**src/rtl/core/lrcc_pkg.sv**
```systemverilog
package lrcc_pkg;

  localparam logic [31:0] CrcPoly        = 32'hEDB8_8320;
  localparam logic [31:0] CrcOnes        = 32'hFFFF_FFFF;
  localparam logic [31:0] MaxLengthReset = 32'd1048576;

  typedef enum logic [1:0] {
    PH_HEADER  = 2'd0,
    PH_PAYLOAD = 2'd1,
    PH_DONE    = 2'd2
  } phase_e;

  typedef enum logic [2:0] {
    VD_VALID         = 3'd0,
    VD_SHORT_HEADER  = 3'd1,
    VD_TOO_LONG      = 3'd2,
    VD_SHORT_PAYLOAD = 3'd3,
    VD_CRC_MISMATCH  = 3'd4
  } verdict_e;

  typedef struct packed {
    logic [7:0] data_byte;
    logic       end_of_log;
  } item_t;

  typedef struct packed {
    verdict_e    verdict;
    logic [31:0] payload_length;
    logic [31:0] computed_crc;
  } result_t;

  // reflected CRC-32, one byte, unfinalized
  function automatic logic [31:0] crc_byte(input logic [31:0] crc, input logic [7:0] b);
    logic [31:0] t;
    t = {24'd0, crc[7:0] ^ b};
    for (int k = 0; k < 8; k++) begin
      t = t[0] ? (CrcPoly ^ (t >> 1)) : (t >> 1);
    end
    return t ^ (crc >> 8);
  endfunction

endpackage

```
**src/rtl/core/lrcc_core.sv**
```systemverilog
module lrcc_core (
  input  logic               clk_i,
  input  logic               rst_ni,
  input  logic               cfg_we_i,
  input  logic [31:0]        cfg_wdata_i,
  input  logic               item_valid_i,
  output logic               item_take_o,
  input  lrcc_pkg::item_t    item_i,
  output logic               out_valid_o,
  input  logic               out_ready_i,
  output lrcc_pkg::result_t  result_o
);

  logic [31:0]       max_len_q;
  lrcc_pkg::phase_e  phase_q, phase_d;
  logic [31:0]       cnt_q, cnt_d;
  logic [31:0]       len_q, len_d;
  logic [31:0]       chk_q, chk_d;
  logic [31:0]       crc_q, crc_d;
  logic              out_valid_q, out_valid_d;
  lrcc_pkg::result_t res_q, res_d;

  logic [31:0] cnt_inc;
  logic [31:0] crc_new;
  logic [31:0] fin;
  logic        emit;
  logic        rearm;
  logic [7:0]  b;
  logic        eol;

  assign item_take_o = item_valid_i && (!out_valid_q || out_ready_i);
  assign out_valid_o = out_valid_q;
  assign result_o    = res_q;
  assign b           = item_i.data_byte;
  assign eol         = item_i.end_of_log;
  assign cnt_inc     = cnt_q + 32'd1;
  assign crc_new     = lrcc_pkg::crc_byte(crc_q, b);
  assign fin         = ~crc_new;

  always_comb begin
    phase_d = phase_q;
    cnt_d   = cnt_q;
    len_d   = len_q;
    chk_d   = chk_q;
    crc_d   = crc_q;
    emit    = 1'b0;
    rearm   = 1'b0;
    res_d   = res_q;
    if (item_take_o) begin
      unique case (phase_q)
        lrcc_pkg::PH_HEADER: begin
          if (cnt_q < 32'd4) begin
            len_d = {len_q[23:0], b};
          end else begin
            chk_d = {chk_q[23:0], b};
          end
          cnt_d = cnt_inc;
          if (cnt_inc == 32'd4 && len_d > max_len_q) begin
            emit  = 1'b1;
            res_d = '{lrcc_pkg::VD_TOO_LONG, len_d, 32'd0};
          end else if (cnt_inc == 32'd8) begin
            if (len_q == 32'd0) begin
              emit  = 1'b1;
              res_d = '{(chk_d == 32'd0) ? lrcc_pkg::VD_VALID : lrcc_pkg::VD_CRC_MISMATCH,
                        32'd0, 32'd0};
            end else begin
              phase_d = lrcc_pkg::PH_PAYLOAD;
              cnt_d   = 32'd0;
              if (eol) begin
                emit  = 1'b1;
                res_d = '{lrcc_pkg::VD_SHORT_PAYLOAD, len_q, 32'd0};
              end
            end
          end else if (eol) begin
            emit  = 1'b1;
            res_d = '{lrcc_pkg::VD_SHORT_HEADER, 32'd0, 32'd0};
          end
        end
        lrcc_pkg::PH_PAYLOAD: begin
          crc_d = crc_new;
          cnt_d = cnt_inc;
          if (cnt_inc == len_q) begin
            emit  = 1'b1;
            res_d = '{(fin == chk_q) ? lrcc_pkg::VD_VALID : lrcc_pkg::VD_CRC_MISMATCH,
                      len_q, fin};
          end else if (eol) begin
            emit  = 1'b1;
            res_d = '{lrcc_pkg::VD_SHORT_PAYLOAD, len_q, fin};
          end
        end
        default: begin
          rearm = eol;
        end
      endcase
      if (emit) begin
        if (eol) begin
          rearm = 1'b1;
        end else begin
          phase_d = lrcc_pkg::PH_DONE;
        end
      end
    end
    if (rearm) begin
      phase_d = lrcc_pkg::PH_HEADER;
      cnt_d   = 32'd0;
      len_d   = 32'd0;
      chk_d   = 32'd0;
      crc_d   = lrcc_pkg::CrcOnes;
    end
  end

  always_comb begin
    out_valid_d = out_valid_q;
    if (emit) begin
      out_valid_d = 1'b1;
    end else if (out_ready_i) begin
      out_valid_d = 1'b0;
    end
  end

  always_ff @(posedge clk_i or negedge rst_ni) begin
    if (!rst_ni) begin
      max_len_q   <= lrcc_pkg::MaxLengthReset;
      phase_q     <= lrcc_pkg::PH_HEADER;
      cnt_q       <= 32'd0;
      len_q       <= 32'd0;
      chk_q       <= 32'd0;
      crc_q       <= lrcc_pkg::CrcOnes;
      out_valid_q <= 1'b0;
    end else begin
      if (cfg_we_i) begin
        max_len_q <= cfg_wdata_i;
      end
      phase_q     <= phase_d;
      cnt_q       <= cnt_d;
      len_q       <= len_d;
      chk_q       <= chk_d;
      crc_q       <= crc_d;
      out_valid_q <= out_valid_d;
    end
  end

  always_ff @(posedge clk_i) begin
    if (emit) begin
      res_q <= res_d;
    end
  end

endmodule

```
**config.mk**
```make
export PLATFORM = sky130hd
export DESIGN_NAME = lrcc_core
export DESIGN_NICKNAME = d
export VERILOG_FILES = /design/src/rtl/core/lrcc_pkg.sv /design/src/rtl/core/lrcc_core.sv
export SDC_FILE = /design/constraint.sdc
export NUM_CORES = 1
export LEC_CHECK = 0
export BUFFER_PORTS_ARGS = -buffer_cell sky130_fd_sc_hd__buf_2
export CORE_MARGIN = 1
export CORE_UTILIZATION = 40
export CTS_CLUSTER_DIAMETER = 100
export CTS_CLUSTER_SIZE = 10
export DETAILED_ROUTE_END_ITERATION = 12
export GPL_TIMING_DRIVEN = 0
export SKIP_CTS_REPAIR_TIMING = 1
export SYNTH_ARGS = -nofsm -noshare
export SYNTH_HDL_FRONTEND = slang
export SYNTH_SLANG_ARGS = --single-unit
```
**constraint.sdc**
```tcl
create_clock -name clk_i -period 17.6 [get_ports clk_i]
set_input_delay 2.64 -clock clk_i [delete_from_list [all_inputs] [get_ports clk_i]]
set_output_delay 2.64 -clock clk_i [all_outputs]
set_load 0.02 [all_outputs]
```
==> results.txt <==
The vertical die dimension is 186 um. The initial antenna violation count is 0. The worst-case hold slack is 487 ps. The share of total power dissipated in the clock network is 28.7%. The number of cells on the worst reg-to-reg path is 18. The largest net degree at the start of global routing came out at 100.

STA classifies the critical path startpoint as an input port. After detailed routing, the total wire length is 42.0 mm. The share of synthesized area occupied by flip-flops and latches is a little under half. The sink count of the clock tree is between 200 and 250. The flow ran to the end, and the final reports show no timing, DRC or antenna violations. The min-delay analysis places its worst path in the category reg2reg. The number of ports placed on the die boundary is between 100 and 150. The worst hold path begins at crc_q[26]. The power density over cell area is between 100 and 150 nW/um2. The final weighted congestion of routability-driven global placement came out at about 0.90. The detailed-router iteration count before antenna repair is 5. The worst setup path is captured at a primary output.

Detailed placement ended at an HPWL of between 30 and 40 mm. The hold violation count in the final report came out at 0. The predominant post-synthesis flop cell is dfrtp_1. The starting density of the core came out at 40.6%.

The part of the total power dissipated in sequential elements came out at 39.1%. The clock tree root buffer cell is clkbuf_16. The horizontal extent of the die is 186 um. After detailed routing, the number of vias per cell comes to 5.62. The tightest slew margin relative to the limit is between 20% and 30%.

The sum of negative setup slack came out at 0 ps. Based on the critical path, the design can be clocked at up to between 0.15 and 0.2 GHz. Dividing the detail-routed wire length by the instance count gives 20.1 um.

The analysis attributes to net switching a power of just over 600 uW. Data on the critical path arrives at its endpoint at approximately 3800 ps. The area overhead of the layout relative to synthesis came out at 14.2%. The final worst clock skew is 8.72 ps.

The final max-slew violation count came to 0. The placeable core region is 33500 um2. CTS built an H-tree with a depth of 1.

The average size of a mapped cell came out at 9.15 um2. For this run, asynchronously set or reset flops after synthesis account for between 70% and 80%. The number of vias in the routed layout came out at between 10000 and 15000. The layout has between 3000 and 4000 filler cells.

In the final design database the tool counted around 1700 nets. The terminating pin of the worst hold path is crc_q[26]. The data required time of the critical path is 14960 ps. The setup-violating endpoint count in the final report came out at 0. Net switching is 36.3% of the power. The startpoint identified for the worst register-to-register timing path is cnt_q[6]. The analysis attributes to cell leakage a power of 0.00665 uW.

The number of max-cap violations is 0. The count of nets left with antenna violations once routing finished came out at 0. The internal reg-to-reg setup slack came out at about 11000 ps. The fraction of final layout cells sized beyond drive strength 1 is 13.3%. The synthesized netlist occupies a cell area of 13600 um2. Per report_power, the combinational group accounts for around a third of the total.

The later-pin clock latency in the skew report came out at 540 ps. The first-pass GRT wire length is 66.1 mm. The total grt overflow came out at 0.

The cell internal power dissipation came out at 1090 uW. The critical-path maximum fanout is 10. The number of buffers created by CTS came out at 26. The initial DRC count came out at roughly 900. Setup repair after global routing left no endpoint under its margin.

Leaving out fill and tap cells, the most frequent cell in the layout is nand2_1. The repair_antennas step left the layout with diodes totalling 0. For this run, design rule violations remaining after detail routing come to 0. The all-layer global routing usage came out at 24.1%. The post-route minimum period is 6420 ps. The worst voltage drop across the vdd grid came out at 0.0000723 V. The ratio of final minimum period to clock period is 36.5%. The TritonCTS clock tree is done. The worst hold path cell count is 2. The final design area excluding fillers is ~16000 um2. The floorplan step defined a die boundary enclosing 34800 um2. The number of nets in the synthesized netlist is approximately 1600. The number of synthesized flops with an enable pin came out at 67. Synthesis produced roughly 1500 cells. The total instance count after detailed placement is 2049. The endpoint identified for the worst register-to-register timing path is result_o[20].

The finished layout holds 2095 standard cells, fillers aside. Buffers placed on the I/O ports in this run total ~110. The clock transition at the registers of the reported paths came out at 50 ps. The number of cell rows is 67. The synthesized design contains 230 register bits.

For the pin with the worst max-slew slack, the measured transition is 1070 ps. The critical path is of the in2out type. The count of warnings emitted by yosys came out at 0.

The standard cell area after detailed placement is 14800 um2. The number of global-route vias before repair was 11626. Leaving out fill and tap cells, the most frequent cells in the layout are nand2_1, dfrtp_1, buf_2. The number of buffers between clock root and the deepest sink came out at 3. In this run, distinct cell masters in the synthesized netlist total 71.
## metal layers
layer	wire length (um)	GRT usage (%)
met4	1420	9.00
met1	18500	32.8
met3	2360	2.99
met2	19700	39.3
met5	0	0
## Yosys cell counts (37+ instances only)
cell | instances | area, um2
nand2_1 | 226 | 848
dfrtp_1 | 130 | 3250
xnor2_1 | 99 | 867
nor2_1 | 97 | 364
o21ai_0 | 81 | 405
clkbuf_1 | 73 | 274
inv_1 | 70 | 263
a21oi_1 | 69 | 345
edfxtp_1 | 67 | 2010
nand3_1 | 61 | 305
a31oi_1 | 46 | 288
xor2_1 | 43 | 377
mux2i_1 | 37 | 370
## power by group through the flow
stage                     logic [uW]  clock network, uW  registers, uW
final                            551                492            669
after global routing             612                523            674
after CTS                        550                502            667
after detailed placement         547                  0            677
after global placement           533                  0            677
after floorplan                  389                  0            658
## cell type report
type | count | area [um2] | area share, %
plain buffers | 106 | 459 | 2.95
clock buffers | 45 | 722 | 4.65
clock inverters | 1 | 16.3 | 0.105
inverters | 70 | 263 | 1.69
multi-input cells | 1080 | 6760 | 43.5
flip-flops and latches | 230 | 6130 | 39.5
well taps | 448 | 561 | 3.61
repair buffers | 115 | 631 | 4.06
## critical path, cell delays in order
cell	delay (ps)
buf_2	90
nand2b_1	190
nand2_1	380
inv_1	250
buf_2	220
## metrics by stage
| stage | setup slack [ps] | power, uW | utilization [%] |
|---|---|---|---|
| finish | 11180 | 1710 | 46.3 |
| floorplan | 11270 | 1050 | - |
| CTS | 11220 | 1720 | 46.3 |
| global route | 11020 | 1810 | 46.3 |
| global placement | 9640 | 1210 | 43.9 |
| detailed placement | 11220 | 1220 | 44.1 |
## worst max path at each step
stage / start / end / depth (start not counted)
floorplan: item_i[2] / result_o[0] / 12
global placement: cnt_q[6] / result_o[20] / 17
detailed placement: out_ready_i / item_take_o / 5
CTS: out_ready_i / item_take_o / 5
global route: cnt_q[6] / result_o[20] / 18
finish: out_ready_i / item_take_o / 5
## state kept, by name (all words and copies together) (netlist names)
register	flops
cnt_q	32
phase_q	2
max_len_q	32
crc_q	32
chk_q	32
len_q	32
result_o	67
out_valid_o	1
## kinds of logic (layout without fill, tap and decap cells)
family,after synthesis,count (layout),synth area share (%)
AND/OR/NAND/NOR,567,567,20.2
AO/OA/AOI/OAI,291,291,13.2
flip-flops,230,230,45.1
buffers and inverters,176,337,5.31
XOR/XNOR,150,150,10.3
multiplexers,38,38,2.81
adder cells (fa/ha/maj),34,34,3.13
Note: power is estimated with default switching activity, not from simulation.
